### src/rtl/mhpq_pkg.sv
// Package for the min-heap priority queue: sizes, codes, payload structs and
// the command/status structs between controller and datapath. No dependencies.
`timescale 1ns / 1ps
`default_nettype none

package mhpq_pkg;

  localparam int MAX_ENTRIES = 1024;
  localparam int ADDR_W      = $clog2(MAX_ENTRIES);
  localparam int CNT_W       = 11;
  localparam int CAP_W       = 11;
  localparam int KEY_W       = 32;
  localparam int APB_AW      = 2;
  localparam int APB_DW      = 32;

  localparam logic [APB_AW-1:0] REG_CAPACITY = 2'd0;
  localparam logic [CAP_W-1:0]  CAP_RESET    = 11'd1024;

  typedef logic signed [KEY_W-1:0] key_t;

  localparam key_t KEY_MIN  = {1'b1, {(KEY_W-1){1'b0}}};
  localparam key_t KEY_ZERO = '0;

  typedef enum logic {
    CMD_INSERT = 1'b0,
    CMD_DELETE = 1'b1
  } cmd_t;

  typedef enum logic [1:0] {
    ST_OK    = 2'd0,
    ST_FULL  = 2'd1,
    ST_EMPTY = 2'd2
  } status_t;

  typedef struct packed {
    cmd_t command;
    key_t key_in;
  } in_item_t;

  typedef struct packed {
    key_t             key_out;
    status_t          status;
    logic [CNT_W-1:0] entry_total;
    key_t             current_min;
    logic             is_empty;
    logic             is_full;
  } out_item_t;

  // Commands from the controller to the datapath.
  typedef struct packed {
    logic load;       // capture the accepted item
    logic set_full;   // insert refused
    logic set_empty;  // delete on an empty heap
    logic ins_start;  // grow count, start at the new leaf
    logic del_start;  // take the root, shrink count, read the last entry
    logic del_last;   // last entry becomes the key to sift down from the root
    logic up_read;    // read the parent
    logic up_move;    // parent moves down into the hole
    logic down_read;  // read both children
    logic down_move;  // smaller child moves up into the hole
    logic place;      // write the key into the hole
    logic respond;    // load the result register
  } ctl_t;

  // Status from the datapath to the controller.
  typedef struct packed {
    logic is_delete;
    logic full;
    logic empty;
    logic at_root;
    logic up_less;
    logic down_leaf;
    logic down_move;
  } sts_t;

endpackage

`default_nettype wire

### src/rtl/mhpq_regs.sv
// Configuration register file: the heap capacity register on an APB-style port.
// Depends on mhpq_pkg.
`timescale 1ns / 1ps
`default_nettype none

module mhpq_regs (
  input  wire logic                      clk,
  input  wire logic                      rst_n,
  input  wire logic                      psel,
  input  wire logic                      penable,
  input  wire logic                      pwrite,
  input  wire logic [mhpq_pkg::APB_AW-1:0] paddr,
  input  wire logic [mhpq_pkg::APB_DW-1:0] pwdata,
  output      logic [mhpq_pkg::APB_DW-1:0] prdata,
  output      logic                      pready,
  output      logic [mhpq_pkg::CAP_W-1:0]  capacity
);
  import mhpq_pkg::*;

  logic [CAP_W-1:0] cap_r;
  logic [CAP_W-1:0] cap_nxt;

  always_comb begin
    cap_nxt = cap_r;
    if (psel && penable && pwrite && (paddr == REG_CAPACITY)) begin
      cap_nxt = pwdata[CAP_W-1:0];
    end
  end

  always_ff @(posedge clk) begin
    if (!rst_n) begin
      cap_r <= CAP_RESET;
    end else begin
      cap_r <= cap_nxt;
    end
  end

  assign pready   = 1'b1;
  assign prdata   = (paddr == REG_CAPACITY) ? {{(APB_DW-CAP_W){1'b0}}, cap_r} : '0;
  assign capacity = cap_r;

endmodule

`default_nettype wire

### config.mk
export PLATFORM = sky130hd
export DESIGN_NAME = mhpq_regs
export DESIGN_NICKNAME = d
export VERILOG_FILES = /design/src/rtl/mhpq_pkg.sv /design/src/rtl/mhpq_regs.sv
export SDC_FILE = /design/constraint.sdc
export NUM_CORES = 1
export LEC_CHECK = 0
export BUFFER_PORTS_ARGS = -buffer_cell sky130_fd_sc_hd__buf_2
export CORE_MARGIN = 3
export CORE_UTILIZATION = 29
export CTS_CLUSTER_DIAMETER = 30
export DETAILED_ROUTE_END_ITERATION = 6
export PLACE_DENSITY = 0.85
export SYNTH_ARGS = -nofsm -noshare
export SYNTH_HDL_FRONTEND = slang
export SYNTH_SLANG_ARGS = --single-unit
### constraint.sdc
create_clock -name clk -period 0.8 [get_ports clk]
set_input_delay 0.04 -clock clk [delete_from_list [all_inputs] [get_ports clk]]
set_output_delay 0.04 -clock clk [all_outputs]
set_load 0.01 [all_outputs]
After elaboration in Yosys (flattened, before gate mapping)
Cells that the tools add are included.
- logic and storage cells: 6
- bits of input ports: 39
- register bits: 11
- output and inout port bits: 44
- mux-type cells: 1
- reduce and logical (&&, ||, !) cells: 4
- operators by type and width (kind ; count):
    11-bit two-way mux ; 1
    1-bit logical AND ; 3
    2-bit logical NOT ; 1

Logic depth before layout (Yosys ltp)
- depth after elaboration: 3
- depth in mapped cells: 4

Least setup slack after synthesis
OpenSTA, ideal clock, no wires.
- kind: reg2out
- start point: register cap_r[10], in the netlist capacity[10]
- end point: output prdata[10] in the netlist's numbering
- setup slack: 31 ps
- stages on the path, launching flop included: 3
- arrival time: 729 ps
- cell sequence: dfxtp_1 > inv_1 > nor3_1
- longest elaborated chain between the ends: 1
- ends and longest elaborated chain (item ; line ; source):
    start, declared ; mhpq_regs.sv:20 ; logic [CAP_W-1:0] cap_r;
    start signal, assigned ; mhpq_regs.sv:34 ; cap_r <= cap_nxt;
    11-bit two-way mux ; mhpq_regs.sv:39 ; assign prdata = (paddr == REG_CAPACITY) ? {{(APB_DW-CAP_W){1'b0}}, cap_r} : '0;
    end, declared ; mhpq_regs.sv:14 ; output logic [mhpq_pkg::APB_DW-1:0] prdata,
Every way passes these cells.

Worst setup path after layout
Ends and elaborated chain as after synthesis.

==> results.json <==
{
  "yosysTopAreaCell": "dfxtp_1",
  "p_leak_nw": 0.554,
  "ys_seq_elements": 11,
  "drt-initial-drc-count": 2,
  "ys_async_sr_fraction_pct": 0,
  "power.density_nw_per_um2": 1030,
  "core_area_um2": 2250,
  "io_buffers": 39,
  "grt_pass1_wl_mm": 2.01,
  "htreeDepth": 1,
  "rsz0062_at_grt": "true",
  "clkSinkCount": 11,
  "dieArea_um2": 3030,
  "ys.flop_type": "dfxtp_1",
  "hp-class": "in2reg",
  "dpl.hpwl_mm": 1.15,
  "synth_edf_count": 0,
  "ys_seq_area_share_pct": 31.5,
  "vias": 653,
  "grt_usage_pct": 9.47,
  "nets": 176,
  "yosys-top-cells-area": "dfxtp_1 (32%), buf_4 (24%), mux2i_1 (14%)",
  "cp_slowest_stage_delay_ns": 0.33,
  "gr-total-overflow": 0,
  "drc": 0,
  "ir_drop_uv": 923,
  "first_pass_iters": 2,
  "synth_common_cells": "buf_4 (22), nand2_1 (20), dfxtp_1 (11)",
  "dp_slack_ns": -0.0696,
  "worst_r2r_path_depth": 4,
  "io_pins": 83,
  "power_frac_seq_pct": 49.3,
  "largest_reg_flops": 11,
  "fin_ws_ns": -0.0943,
  "crit_fanout": 2,
  "root_buffer": "clkbuf_4",
  "r2r_end": "capacity[5]",
  "drive_gt1_share_pct": 54.4,
  "cpMaxStageDelayCell": "dfxtp_2",
  "switching_power_w": 0.000301,
  "failed_checks": "negative setup slack",
  "synth.most_common_cell": "buf_4",
  "die_x_um": 55.1,
  "cap_viol_max_count": 0,
  "ys_warn_count": 0,
  "fin_crit_sh_pct": 112,
  "status": "complete, but fails checks",
  "finalMaxSlewViolations": 0,
  "cts_buffers": 3,
  "timing.rr.start": "capacity[5]",
  "start_util_pct": 31.0,
  "swShare_pct": 26.4,
  "place_congestion": 0.667,
  "crit_path_cell_trace": "inv_2, nor3_2, buf_2",
  "tritoncts": "built",
  "max_freq_mhz": 1120,
  "yosys.area.top_type_share_pct": 31.5,
  "rows": 17,
  "worstSetupEndpointType": "output port",
  "synth.distinct_cells": 15,
  "finalCriticalPeriod_ns": 0.894,
  "wl_per_cell_um": 10.0,
  "grt_pass1_vias": 489,
  "clockBufferDepth": 2,
  "crit_end": "prdata[10]",
  "synth_cells": 86,
  "pwr-share-comb_pct": 17.9,
  "final_util_pct": 48.8,
  "clk_latency_ns": 0.26,
  "r2r_setup_slack_ns": 0.04,
  "grt_antenna_before_repair": 0,
  "clk_transition_reported_paths_ns": 0.07,
  "fp.dieH_um": 55.1,
  "crit_type": "reg2out",
  "intPower_w": 0.000838,
  "grt_max_degree": 22,
  "wl_mm": 1.65,
  "clock_skew_ns": 0,
  "hold_violations": 0,
  "arrival_ns": 0.85,
  "clkPwrFrac_pct": 32.8,
  "fin_hold_ws_ns": 0.0121,
  "viasPerCell": 3.98,
  "n_antenna_cell": 0,
  "syn_avg_cell_area_um2": 8.12,
  "ant_nets": 0,
  "total_power_w": 0.00114,
  "setup.worst_path.start": "capacity[10]",
  "syn_to_final_growth_pct": 57.7,
  "fillers": 225,
  "cp.required_ns": 0.76,
  "critPathLaunchType": "flop",
  "synth_area_um2": 698,
  "setup_viol": 15
}
kinds of logic after synthesis:
family,count (synthesis),share of synthesized area (%)
AO/OA/AOI/OAI,1,1.08
buffers and inverters,27,27.4
flip-flops,11,31.5
multiplexers,10,14.3
other,2,1.08
AND/OR/NAND/NOR,35,24.5
how the worst min path moves through the flow:
stage	depth (start not counted)	startpoint	slack [ns]	to
floorplan	1	paddr[0]	0.13	prdata[10]
global placement	3	pwdata[0]	0.29	capacity[0]
detailed placement	3	pwdata[2]	0.29	capacity[2]
CTS	3	pwdata[1]	0.003	capacity[1]
global route	3	pwdata[4]	0.007	capacity[4]
finish	3	pwdata[0]	0.01	capacity[0]
metrics by stage:
stage                     cells  area, um^2  setup TNS, ns
after CTS                   158         941          -1.18
after detailed placement    148         823         -0.517
after floorplan             106         773              0
final                       164        1100          -1.04
after global placement      148         823         -0.252
after global routing        164        1100          -1.71
layout make-up:
| class | instances | area, um^2 | share of cell area, % |
|---|---|---|---|
| multi-input combinational | 68 | 387 | 35.1 |
| tap | 28 | 35.0 | 3.18 |
| sequential | 11 | 234 | 21.2 |
| timing repair buffer | 52 | 415 | 37.7 |
| inverter | 1 | 3.75 | 0.341 |
| clock buffer | 4 | 26.3 | 2.39 |
routing by layer:
metal  GRT usage (%)  wire length, um  vias to the layer above  part of all wire (%)
li1                -                -                      325                     -
met1            9.84              537                      289                    33
met2            17.3              929                       39                    56
met3            5.63              181                        0                    11
met4               0                0                        0                     0
met5               0                0                        -                     0
worst max-delay path, delay by kind of cell, from the launching register on:
kind / cells / cell delay [ns]
buffers and inverters: 2 / 0.18
DFF: 1 / 0.33
and+or+nand+nor: 1 / 0.08
power groups by stage:
| stage | clock [W] | sequential, W | combinational (W) |
|---|---|---|---|
| 3_3_place_gp | 0 | 0.000572 | 0.000162 |
| 3_5_place_dp | 0 | 0.000572 | 0.000164 |
| 4_1_cts | 0.000394 | 0.000560 | 0.000183 |
| 2_1_floorplan | 0 | 0.000575 | 0.000177 |
| 6_report | 0.000373 | 0.000561 | 0.000204 |
| 5_1_grt | 0.000424 | 0.000562 | 0.000234 |
timing repair:
action,CTS,global route
hold endpoints to repair,3,1
endpoints found under the setup margin,14,19
buffers inserted,3,5
hold buffers,3,1
resized for setup,17,25
pin swaps,1,0
placed cells by master (no fill, tap or decap):
cell / instances
buf_6: 20
inv_2: 1
mux2i_1: 10
nand2_2: 1
nand3_1: 1
and2_4: 8
conb_1: 22
clkbuf_1: 1
nand2_1: 19
dlygate4sd3_1: 4
o211ai_1: 1
and3_4: 1
dfxtp_2: 11
buf_2: 24
and2_1: 3
nor2_1: 1
buf_4: 4
clkbuf_4: 3
nor3_2: 1
Note: power is estimated with default switching activity, not from simulation.
