$ cat src/rtl/mhpq_pkg.sv
// Package for the min-heap priority queue: sizes, codes, payload structs and
// the command/status structs between controller and datapath. No dependencies.
`timescale 1ns / 1ps
`default_nettype none

package mhpq_pkg;

  localparam int MAX_ENTRIES = 1024;
  localparam int ADDR_W      = $clog2(MAX_ENTRIES);
  localparam int CNT_W       = 11;
  localparam int CAP_W       = 11;
  localparam int KEY_W       = 32;
  localparam int APB_AW      = 2;
  localparam int APB_DW      = 32;

  localparam logic [APB_AW-1:0] REG_CAPACITY = 2'd0;
  localparam logic [CAP_W-1:0]  CAP_RESET    = 11'd1024;

  typedef logic signed [KEY_W-1:0] key_t;

  localparam key_t KEY_MIN  = {1'b1, {(KEY_W-1){1'b0}}};
  localparam key_t KEY_ZERO = '0;

  typedef enum logic {
    CMD_INSERT = 1'b0,
    CMD_DELETE = 1'b1
  } cmd_t;

  typedef enum logic [1:0] {
    ST_OK    = 2'd0,
    ST_FULL  = 2'd1,
    ST_EMPTY = 2'd2
  } status_t;

  typedef struct packed {
    cmd_t command;
    key_t key_in;
  } in_item_t;

  typedef struct packed {
    key_t             key_out;
    status_t          status;
    logic [CNT_W-1:0] entry_total;
    key_t             current_min;
    logic             is_empty;
    logic             is_full;
  } out_item_t;

  // Commands from the controller to the datapath.
  typedef struct packed {
    logic load;       // capture the accepted item
    logic set_full;   // insert refused
    logic set_empty;  // delete on an empty heap
    logic ins_start;  // grow count, start at the new leaf
    logic del_start;  // take the root, shrink count, read the last entry
    logic del_last;   // last entry becomes the key to sift down from the root
    logic up_read;    // read the parent
    logic up_move;    // parent moves down into the hole
    logic down_read;  // read both children
    logic down_move;  // smaller child moves up into the hole
    logic place;      // write the key into the hole
    logic respond;    // load the result register
  } ctl_t;

  // Status from the datapath to the controller.
  typedef struct packed {
    logic is_delete;
    logic full;
    logic empty;
    logic at_root;
    logic up_less;
    logic down_leaf;
    logic down_move;
  } sts_t;

endpackage

`default_nettype wire

$ cat src/rtl/mhpq_ctrl.sv
// Controller state machine for the heap: sequences insert, sift-up, delete and
// sift-down by commands to the datapath. Depends on mhpq_pkg.
`timescale 1ns / 1ps
`default_nettype none

module mhpq_ctrl (
  input  wire logic           clk,
  input  wire logic           rst_n,
  input  wire logic           start,
  output      logic           busy,
  input  wire mhpq_pkg::sts_t sts,
  output      mhpq_pkg::ctl_t ctl
);
  import mhpq_pkg::*;

  typedef enum logic [7:0] {
    S_IDLE     = 8'b0000_0001,
    S_DECIDE   = 8'b0000_0010,
    S_UP_CHK   = 8'b0000_0100,
    S_UP_CMP   = 8'b0000_1000,
    S_DEL_WAIT = 8'b0001_0000,
    S_SD_RD    = 8'b0010_0000,
    S_SD_CMP   = 8'b0100_0000,
    S_RESP     = 8'b1000_0000
  } state_t;

  state_t state_r;
  state_t state_nxt;

  always_comb begin
    state_nxt = state_r;
    ctl       = '0;
    case (state_r)
      S_IDLE: begin
        if (start) begin
          ctl.load  = 1'b1;
          state_nxt = S_DECIDE;
        end
      end
      S_DECIDE: begin
        if (!sts.is_delete) begin
          if (sts.full) begin
            ctl.set_full = 1'b1;
            state_nxt    = S_RESP;
          end else begin
            ctl.ins_start = 1'b1;
            state_nxt     = S_UP_CHK;
          end
        end else if (sts.empty) begin
          ctl.set_empty = 1'b1;
          state_nxt     = S_RESP;
        end else begin
          ctl.del_start = 1'b1;
          state_nxt     = S_DEL_WAIT;
        end
      end
      S_UP_CHK: begin
        if (sts.at_root) begin
          ctl.place = 1'b1;
          state_nxt = S_RESP;
        end else begin
          ctl.up_read = 1'b1;
          state_nxt   = S_UP_CMP;
        end
      end
      S_UP_CMP: begin
        if (sts.up_less) begin
          ctl.up_move = 1'b1;
          state_nxt   = S_UP_CHK;
        end else begin
          ctl.place = 1'b1;
          state_nxt = S_RESP;
        end
      end
      S_DEL_WAIT: begin
        ctl.del_last = 1'b1;
        state_nxt    = sts.empty ? S_RESP : S_SD_RD;
      end
      S_SD_RD: begin
        if (sts.down_leaf) begin
          ctl.place = 1'b1;
          state_nxt = S_RESP;
        end else begin
          ctl.down_read = 1'b1;
          state_nxt     = S_SD_CMP;
        end
      end
      S_SD_CMP: begin
        if (sts.down_move) begin
          ctl.down_move = 1'b1;
          state_nxt     = S_SD_RD;
        end else begin
          ctl.place = 1'b1;
          state_nxt = S_RESP;
        end
      end
      S_RESP: begin
        ctl.respond = 1'b1;
        state_nxt   = S_IDLE;
      end
      default: begin
        state_nxt = S_IDLE;
      end
    endcase
  end

  always_ff @(posedge clk) begin
    if (!rst_n) begin
      state_r <= S_IDLE;
    end else begin
      state_r <= state_nxt;
    end
  end

  assign busy = (state_r != S_IDLE);

endmodule

`default_nettype wire

$ cat config.mk
export PLATFORM = sky130hd
export DESIGN_NAME = mhpq_ctrl
export DESIGN_NICKNAME = d
export VERILOG_FILES = /design/src/rtl/mhpq_pkg.sv /design/src/rtl/mhpq_ctrl.sv
export SDC_FILE = /design/constraint.sdc
export NUM_CORES = 1
export LEC_CHECK = 0
export BUFFER_PORTS_ARGS = -buffer_cell sky130_fd_sc_hd__buf_2
export CAP_MARGIN = 20
export CORE_AREA = 2 2 39 41
export CTS_CLUSTER_DIAMETER = 30
export DETAILED_ROUTE_END_ITERATION = 10
export DIE_AREA = 0 0 41 43
export PLACE_DENSITY = 0.76
export SYNTH_ARGS = -nofsm -noshare
export SYNTH_HDL_FRONTEND = slang
export SYNTH_SLANG_ARGS = --single-unit
$ cat constraint.sdc
create_clock -name clk -period 2.35 [get_ports clk]
set_input_delay 0.47 -clock clk [delete_from_list [all_inputs] [get_ports clk]]
set_output_delay 0.47 -clock clk [all_outputs]
set_load 0.01 [all_outputs]
### After elaboration in Yosys (flattened, before gate mapping)

Index checks and enable logic that the tools add are counted.

| storage, ports and cells | value |
|---|---|
| flip-flop bits (word level) | 8 |
| bits of input ports | 10 |
| output and inout port bits | 13 |
| logic and storage cells | 47 |

| cells by class | value |
|---|---|
| equal/unequal tests | 10 |
| multiplexer cells | 36 |

Operators by type and width:

| kind | count |
|---|---|
| $mux W8 | 9 |
| $pmux W8 S7 | 1 |
| $mux W1 | 24 |
| $eq A8 B1 Y1 const B | 1 |
| $eq A8 B2 Y1 const B | 1 |
| $eq A8 B3 Y1 const B | 1 |
| $eq A8 B4 Y1 const B | 1 |
| $eq A8 B5 Y1 const B | 1 |
| $eq A8 B6 Y1 const B | 1 |
| $eq A8 B7 Y1 const B | 1 |
| $eq A8 B8 Y1 const B | 1 |
| $ne A8 B1 Y1 const B | 1 |
| $mux W4 | 1 |
| $pmux W1 S4 | 1 |
| $ne A2 B2 Y1 const B | 1 |

### Longest topological paths before layout

Gate-level depths: netlist of the first run.

| logic depth | value |
|---|---|
| depth in word-level cells | 3 |
| depth in mapped cells | 5 |
| depth with buffers taken out | 5 |

### Worst setup path after synthesis of the first run

Ideal clock, no wire load.

| timing | value |
|---|---|
| path kind | register to output |
| start | register state_r[1] |
| end | output port ctl[4] (netlist name) |
| data arrival time | 1300 ps |
| required time | 1880 ps |
| setup slack | 580 ps |
| stages on the path, launching flop included | 4 |
| path buffers | 0 |
| cells stage by stage | dfxtp_1 > or4_4 > nor3_2 > and4b_1 |

RTL lines:

| element | RTL line | text |
|---|---|---|
| start, declared | mhpq_ctrl.sv:27 | `state_t state_r;` |
| start signal, assigned | mhpq_ctrl.sv:111 | `state_r <= state_nxt;` |
| end, declared | mhpq_ctrl.sv:12 | `output mhpq_pkg::ctl_t ctl` |

==> results.md, run 1 <==
* Status: complete, no violations
* Worst flop-to-flop path startpoint: state_r[1]
* Vias in the first global route at 530
* I/O pin count at 23
* Post-synthesis simple-gate area fraction at 46.8%
* Ys async rst share at 0%
* Setup TNS Final at 0 ns
* Worst hold path class: in2reg
* Most common cell after layout, fill and taps aside: buf_2
* Post-CTS Hold Buffers at 0
* Syn Inst Count at 65
* Die area at 1760 um^2
* CP endpoint: ctl[4]
* Setup bufs post-CTS at 0
* Design area at 672 um^2
* Slew @ Worst Pin at 0.429 ns
* Max cap viols at 0
* Remaining Overflow, GRT at 0
* CTS tree: done
* Area occupied by multi-input gates at 325 um^2
* Setup violations, final at 0
* Critical path class: reg2out
* Max-slew headroom at 71.0%
* Worst Setup SP: state_r[1]
* Routed wire length at 1240 um
* Hold_ws at 0.407 ns
* Crit path max fanout at 8
* Complex-gate fraction of the synthesized area at 14.4%
* Register name with the most flops: state_r
* Register area at 160 um^2
* Mapped Nets at 75
* Post-Place Worst Slack at 0.393 ns
* Core ar. at 1380 um^2
* PwrDens at 472 nW/um^2
* Clk buf depth at 2
* Adder-Cell Fraction of Synth Area at 0%
* Die Wd at 41 um
* Sequential fraction of the synthesis area at 31.8%
* Row Count at 14
* Layout net count at 103
* Initial DRT Pass Iterations at 4
* Worst setup SP type: flip-flop
* Peak supply drop at 0.000272 V
* Share of layout cells above drive strength 1 at 33.0%
* Gpl congestion at 0.795
* Num Clock Sinks at 8
* P&R area growth vs syn at 33.6%
* Layout Skew at 0.00379 ns
* Fin crit share at 94.2%
* Area of the mapped netlist at 503 um^2
* Minimum clock period after layout at 2.21 ns
* Initial Util at 36.3%
* Pleak at 0.363 nW
* Synth Register Bits at 8
* Total CTS buffers at 3
* Total track usage at 17.1%
* Antenna viol nets, final at 0
* Root Driver: clkbuf_4
* Largest net degree at the start of global routing at 9
* Critical path required time at 1.88 ns
* Leading registers by flop count: state_r x8
* Worst skew pair latency at 0.25 ns
* Main combinational cell family by area after synthesis: simple AND/OR/NAND/NOR gates
* Pins Over Slew Limit at 0
* # H-tree levels at 1
* DRT iter0 DRCs at 10
* Antenna diodes at 0
* RSZ-0062 raised after global routing: false
* Vias/cell at 5.27
* Register-to-register setup slack at 0.83 ns
* Routed length per placed instance at 11.6 um
* Final worst slack at 0.137 ns
* Antenna violations before repair at 0
* Cts repair resizes at 0
* Drc violations at 0
* IO Port Bufs at 22
* Synth Area in XOR/XNOR at 1.74%
* Clock slew at reported path FFs at 0.05 ns
* Crit end category: output port
* Syn Area/Cell at 7.74 um^2
* Ys flop type: dfxtp_1
* Mux share of post-synthesis cell area at 0%
* Global-route wire length before repair at 2060 um
* Worst R2R Path Depth at 3
* DP Area at 641 um^2
* # fillers at 142
* Worst path arrival time at 1.74 ns
* Post-synth EDFFs at 0
* Max reg flops at 8
* Routed vias at 564
* Most frequent cells in the layout: 22 x buf_2, 9 x nor2_1, 8 x dfxtp_1, 6 x inv_1
* RR Endpoint: state_r[0]
* Post-synthesis cell type count at 27
* Post-detail-place hpwl at 1000 um
* Max Clock Freq at 452 MHz
* Final Hold Vio Count at 0
* Syn. warnings at 0
* Chip height at 43 um
-- stage by stage --
| step | instances | total power [mW] | util [%] |
|---|---|---|---|
| 2_1_floorplan | 65 | 0.188 | - |
| 3_3_place_gp | 104 | 0.212 | 46.3 |
| 3_5_place_dp | 104 | 0.214 | 46.3 |
| 4_1_cts | 107 | 0.320 | 47.9 |
| 5_1_grt | 107 | 0.336 | 48.6 |
| 6_report | 107 | 0.317 | 48.6 |
-- power breakdown --
part	internal (mW)	switching (mW)	leakage [nW]
registers	0.141	0.00845	0.0649
clock network	0.0584	0.0464	0.0138
logic	0.0285	0.0341	0.284
-- cell type report --
type | instances | area share (%)
clock buffer | 3 | 3.35
inverter | 7 | 3.91
multi-input combinational | 50 | 48.4
sequential | 8 | 23.8
tap | 16 | 2.98
timing repair buffer | 23 | 17.5
-- cell families (layout without fill, tap and decap cells) --
kind of cell	after synthesis	count (layout)
DFF	8	8
and+or+nand+nor	39	39
xor gates and xnor gates	1	1
buffers and inverters	7	33
AOI/OAI and AO/OA	10	10
-- worst min path at each step --
stage                  to  slack, ns  cells past startpoint       start
4_1_cts        state_r[6]       0.40                      2      sts[1]
2_1_floorplan  state_r[1]       0.51                      1  state_r[1]
3_5_place_dp   state_r[1]       0.56                      1  state_r[1]
3_3_place_gp   state_r[1]       0.55                      1  state_r[1]
5_1_grt        state_r[6]       0.41                      2      sts[1]
6_report       state_r[6]       0.41                      2      sts[1]
-- worst max-delay path, stage by stage, from the launching register on --
cell and delay, ns:
dfxtp_1 0.37, or4_4 0.56, nor3_2 0.18, and4b_1 0.25
buf_2 0.14
-- synthesized netlist by cell type (2+ instances only) --
cell,instances,area [um^2]
nor2_1,9,33.8
dfxtp_1,8,160
and3_1,2,12.5
and2_1,4,25.0
o21ai_0,3,15.0
nand2_1,3,11.3
nor3_1,4,20.0
o21a_1,2,15.0
nand4b_1,2,17.5
and4b_1,2,20.0
inv_1,6,22.5
nand3_1,4,20.0
nand2b_1,2,12.5
-- layer usage --
layer | up-vias | global-route usage (%) | wire length, um
met1 | 255 | 20.8 | 551
met5 | - | 0 | 0
met4 | 0 | 12.0 | 34
met2 | 18 | 26.3 | 591
met3 | 4 | 1.57 | 65
li1 | 287 | - | -
(Power assumes the default switching activity.)
==> run 2: changes to the inputs <==
CELL_PAD_IN_SITES_DETAIL_PLACEMENT = 1   (was unset)
CELL_PAD_IN_SITES_GLOBAL_PLACEMENT = 2   (was unset)
CORE_AREA = unset   (was 2 2 39 41)
CORE_ASPECT_RATIO = 1.4   (was unset)
CORE_MARGIN = 2   (was unset)
CORE_UTILIZATION = 25   (was unset)
DIE_AREA = unset   (was 0 0 41 43)
PLACE_DENSITY = 0.89   (was 0.76)
==> results.md, run 2 (synthesis results as in run 1) <==
* Status: complete, no violations
* Pins Over Slew Limit at 0 (unchanged)
* Max Clock Freq at 448 MHz (-0.87%)
* Antenna diodes at 0 (unchanged)
* DP Area at 647 um^2 (+0.98%)
* Critical path required time at 1.88 ns (about the same)
* Worst setup SP type: flip-flop
* Core ar. at 1930 um^2 (+39%)
* Routed length per placed instance at 14.0 um (+21%)
* Critical path class: reg2out
* Layout net count at 103 (unchanged)
* Cts repair resizes at 0 (unchanged)
* Die Wd at 41.9 um (+2.2%)
* Max-slew headroom at 71.4% (+0.36 points)
* Row Count at 19 (+5)
* Worst hold path class: in2reg
* Drc violations at 0 (unchanged)
* Setup violations, final at 0 (unchanged)
* Layout Skew at 0.00123 ns (-0.00256 ns)
* Most frequent cells in the layout: 22 x buf_2, 9 x nor2_1, 8 x dfxtp_1, 6 x inv_1
* Max reg flops at 8 (unchanged)
* Setup TNS Final at 0 ns (unchanged)
* Vias/cell at 5.32 (+0.96%)
* Initial DRT Pass Iterations at 3 (-1)
* Slew @ Worst Pin at 0.424 ns (-0.00490 ns)
* Gpl congestion at 0.812 (+2.0%)
* PwrDens at 472 nW/um^2 (about the same)
* Minimum clock period after layout at 2.23 ns (+0.0194 ns)
* Antenna violations before repair at 0 (unchanged)
* Max cap viols at 0 (unchanged)
* Die area at 2390 um^2 (+36%)
* Share of layout cells above drive strength 1 at 34.1% (+1.1 points)
* Peak supply drop at 0.000206 V (-24%)
* Total CTS buffers at 3 (unchanged)
* Root Driver: clkbuf_4
* Largest net degree at the start of global routing at 9 (unchanged)
* Final Hold Vio Count at 0 (unchanged)
* Chip height at 57.1 um (+33%)
* Post-detail-place hpwl at 1300 um (+30%)
* Worst skew pair latency at 0.25 ns (about the same)
* Crit end category: output port
* Most common cell after layout, fill and taps aside: buf_2
* Remaining Overflow, GRT at 0 (unchanged)
* RSZ-0062 raised after global routing: false
* Num Clock Sinks at 8 (unchanged)
* Initial Util at 26.1% (-10 points)
* Setup bufs post-CTS at 0 (unchanged)
* Worst path arrival time at 1.76 ns (+0.02 ns)
* Fin crit share at 95.0% (+0.83 points)
* Routed wire length at 1570 um (+26%)
* Clk buf depth at 2 (unchanged)
* Utilization after layout at 35.5% (-13 points)
* Total track usage at 15.4% (-1.7 points)
* CTS tree: done
* Crit path max fanout at 8 (unchanged)
* Register name with the most flops: state_r
* Post-CTS Hold Buffers at 0 (unchanged)
* I/O pin count at 23 (unchanged)
* Global-route wire length before repair at 2750 um (+34%)
* DRT iter0 DRCs at 7 (-3)
* Routed vias at 596 (+5.7%)
* P&R area growth vs syn at 36.1%
* Hold_ws at 0.425 ns (+0.0177 ns)
* Vias in the first global route at 647 (+22%)
* Clock slew at reported path FFs at 0.06 ns (about the same)
* Design area at 684 um^2 (+1.9%)
* IO Port Bufs at 22 (unchanged)
* # H-tree levels at 1 (unchanged)
* Pleak at 0.366 nW (+0.66%)
* Antenna viol nets, final at 0 (unchanged)
* Leading registers by flop count: state_r x8
[run 2: worst paths after layout]
check / start / to / slack [ns] / cells past startpoint
setup reg to reg: state_r[1] / state_r[0] / 0.75 / 3
hold / removal: sts[1] / state_r[6] / 0.43 / 2
hold reg to reg: state_r[0] / state_r[1] / 0.59 / 2
setup / recovery: state_r[1] / ctl[4] / 0.12 / 4
[run 2: worst max-delay path: stages, from the launching register on]
cell	delay (ns)
dfxtp_1	0.37
or4_4	0.56
nor3_2	0.18
and4b_1	0.25
buf_2	0.14
[run 2: power breakdown]
part           internal, mW  total, mW  switching (mW)
sequential            0.141      0.150         0.00910
clock                0.0586      0.108          0.0491
combinational        0.0291     0.0649          0.0358
total                 0.229      0.323          0.0941
[run 2: cell type report]
cell class                      count  area, um^2
Clock buffer                        3        22.5
Fill cell                         240        1240
Inverter                            7        26.3
Multi-Input combinational cell     50         332
Sequential cell                     8         160
Tap cell                           21        26.3
Timing Repair Buffer               23         118
[run 2: metal layers]
metal	up-vias	part of all wire [%]	GRT usage, %
li1	287	-	-
met1	275	36	14.8
met2	24	51	25.4
met3	10	4.5	2.85
met4	0	7.8	17.5
met5	-	0	0
[run 2: per-stage QoR]
step,std cells,power [mW],setup WS (ns)
6_report,112,0.323,0.118
5_1_grt,112,0.343,0.0232
4_1_cts,112,0.325,0.0487
3_5_place_dp,109,0.217,0.340
3_3_place_gp,109,0.215,0.386
2_1_floorplan,65,0.188,0.580
==> run 3: changes to the inputs <==
ABC_AREA = 1   (was unset)
CORE_UTILIZATION = 26   (was 25)
GPL_ROUTABILITY_DRIVEN = 0   (was unset)
PLACE_DENSITY = 0.88   (was 0.89)
==> results.md, run 3 <==
* Status: complete, no violations
* Crit path max fanout at 5 (-3)
* Core ar. at 2360 um^2 (+23%)
* Synth Register Bits at 8 (unchanged)
* Pleak at 0.411 nW (+12%)
* Initial Util at 26.8% (+0.65 points)
* Routed vias at 660 (+11%)
* Leading registers by flop count: state_r x8
* Synth Area in XOR/XNOR at 0% (-1.7 points)
* Ys flop type: dfxtp_1
* Main combinational cell family by area after synthesis: simple AND/OR/NAND/NOR gates
* Total CTS buffers at 3 (unchanged)
* Die Wd at 45.7 um (+9.1%)
* Drc violations at 0 (unchanged)
* Final Hold Vio Count at 0 (unchanged)
* Most frequent cell after synthesis: nand2_1
* DRT iter0 DRCs at 1 (-6)
* Met3 usage at 1.73% (-1.1 points)
* Syn. warnings at 0 (unchanged)
* Setup violations, final at 0 (unchanged)
* Max cap viols at 0 (unchanged)
* Mux share of post-synthesis cell area at 0% (unchanged)
* Setup TNS Final at 0 ns (unchanged)
* Minimum clock period after layout at 1.79 ns (-0.439 ns)
* CTS tree: done
* Sw Share at 28.9% (-0.27 points)
* Routed wire length at 1620 um (+2.9%)
* Root Driver: clkbuf_4
* # H-tree levels at 1 (unchanged)
* Mapped Nets at 100 (+33%)
* Share of layout cells above drive strength 1 at 45.2% (+11 points)
* Critical path required time at 1.88 ns (about the same)
* Fin crit share at 76.3% (-19 points)
* Area of the mapped netlist at 633 um^2 (+26%)
* Seq pwr share at 45.7% (-0.8 points)
* Max-slew headroom at 81.3% (+10 points)
* Row Count at 21 (+2)
* Largest area contributor in the netlist: dfxtp_1
* Dpl cells at 135 (+24%)
* Antenna diodes at 0 (unchanged)
* RSZ-0062 raised after global routing: false
* Sw Pwr at 0.0909 mW (-3.4%)
* Post-synthesis cell type count at 24 (-11%)
* Critical path class: reg2out
* Remaining Overflow, GRT at 0 (unchanged)
* Vias in the first global route at 696 (+7.6%)
* Num Clock Sinks at 8 (unchanged)
* Post-CTS Hold Buffers at 0 (unchanged)
* Antenna violations before repair at 0 (unchanged)
* Slew @ Worst Pin at 0.280 ns (-0.145 ns)
* Layout net count at 127 (+23%)
* Ys async rst share at 0% (unchanged)
* PwrDens at 396 nW/um^2 (-16%)
* Complex-gate fraction of the synthesized area at 4.94% (-9.5 points)
* Pint at 0.224 mW (-2.2%)
* Top cells by count, synth: 14 x nand2_1, 13 x nor2_1, 9 x inv_1, 9 x inv_2
* Most frequent cells in the layout: 22 x buf_2, 14 x nand2_1, 13 x nor2_1, 9 x inv_2, 9 x inv_1
* Ranking of synthesized cells by area: dfxtp_1 25%, nand2_1 8.3%, nor2_1 7.7%
* Logic pwr share at 21.6% (+1.5 points)
* Clk buf depth at 2 (unchanged)
* Syn Inst Count at 90 (+38%)
* Vias/cell at 4.78 (-10%)
* Chip height at 62.4 um (+9.3%)
* Max Clock Freq at 558 MHz (+24%)
* P&R area growth vs syn at 25.5%
* Clock power share at 32.7% (-0.7 points)
* Final non-filler cell total at 138 (+23%)
* Worst skew pair latency at 0.25 ns (about the same)
* Design area at 795 um^2 (+16%)
* Initial DRT Pass Iterations at 2 (-1)
* Adder-Cell Fraction of Synth Area at 0% (unchanged)
* Syn Area/Cell at 7.03 um^2 (-9.1%)
* Pins Over Slew Limit at 0 (unchanged)
* Layout Skew at 0.00718 ns (+0.00595 ns)
* Routed length per placed instance at 11.7 um (-17%)
* Met1 Usage GRT at 15.6% (+0.82 points)
* Setup bufs post-CTS at 0 (unchanged)
* Register name with the most flops: state_r
* Post-synthesis simple-gate area fraction at 59.1% (+12 points)
* Antenna viol nets, final at 0 (unchanged)
* Crit end category: output port
* Max reg flops at 8 (unchanged)
* Largest net degree at the start of global routing at 8 (-1)
* Total track usage at 14.0% (-1.4 points)
* Die area at 2850 um^2 (+19%)
* Most common cell after layout, fill and taps aside: buf_2
* I/O pin count at 23 (unchanged)
* Peak supply drop at 0.000184 V (-10%)
* Post-synth EDFFs at 0 (unchanged)
* Sequential fraction of the synthesis area at 25.3% (-6.5 points)
* DP Area at 772 um^2 (+19%)
* Cts repair resizes at 0 (unchanged)
* Power Total at 0.315 mW (-2.5%)
* IO Port Bufs at 22 (unchanged)
* GR Layer Usage met2 at 23.6% (-1.9 points)
* Worst path arrival time at 1.32 ns (-0.44 ns)
* Worst setup SP type: flip-flop
* Clock slew at reported path FFs at 0.06 ns (about the same)
* GRT Max-Usage Layer: met2
* Share of the synthesized area in the top cell type at 25.3% (-6.5 points)
* Worst hold path class: in2reg
* Post-detail-place hpwl at 1420 um (+9.0%)
* Global-route wire length before repair at 2900 um (+5.3%)
==> run 3: changes by cell type in the layout (fill, tap and decap cells not counted), moves of 3 or more <==
cell     previous run  this run
nand2_2             0         3
inv_2               1         9
nand3_1             4         8
and2_1              4         0
nand2_1             3        14
nor2_1              9        13
inv_1               6         9
nand2_4             0         3
==> run 3: per-stage QoR <==
stage / setup slack (ns) / hold slack [ns] / utilization (%)
detailed placement: 0.828 / 0.558 / 32.6
floorplan: 0.973 / 0.541 / -
global route: 0.447 / 0.403 / 33.6
global placement: 0.851 / 0.542 / 32.6
finish: 0.557 / 0.409 / 33.6
CTS: 0.532 / 0.397 / 33.6
==> run 3: power groups by stage <==
stage	clock [mW]	sequential (mW)	combinational [mW]
6_report	0.103	0.144	0.0680
5_1_grt	0.119	0.144	0.0773
2_1_floorplan	0	0.146	0.0457
3_3_place_gp	0	0.147	0.0680
4_1_cts	0.109	0.144	0.0699
3_5_place_dp	0	0.147	0.0695
==> run 3: final cells by class <==
class | instances | area [um^2]
Timing Repair Buffer | 22 | 110
Fill cell | 317 | 1570
Tap cell | 23 | 28.8
Inverter | 18 | 67.6
Sequential cell | 8 | 160
Clock buffer | 3 | 22.5
Multi-Input combinational cell | 64 | 405
==> run 3: cells by family after synthesis <==
group / after synthesis
flops: 8
simple gates: 59
compound gates: 5
buf+inv: 18
==> run 3: final timing paths <==
path / to / start / slack [ns] / cells past startpoint
max: ctl[7] / state_r[2] / 0.56 / 6
max reg2reg: state_r[7] / state_r[6] / 1.23 / 7
min reg2reg: state_r[1] / state_r[0] / 0.55 / 2
min: state_r[6] / sts[1] / 0.41 / 2
==> run 3: routing by layer <==
| metal | routed length [um] | part of all wire [%] |
|---|---|---|
| met5 | 0 | 0 |
| met4 | 27 | 1.7 |
| met3 | 68 | 4.2 |
| met2 | 911 | 56 |
| met1 | 609 | 38 |
==> run 3: worst max-delay path, cell delays in order, from the launching register on <==
cell and delay, ns:
dfxtp_1 0.35, nor2_4 0.16, nand3_2 0.10, nor2_4 0.12, inv_2 0.08, nor3_2 0.12
buf_2 0.15
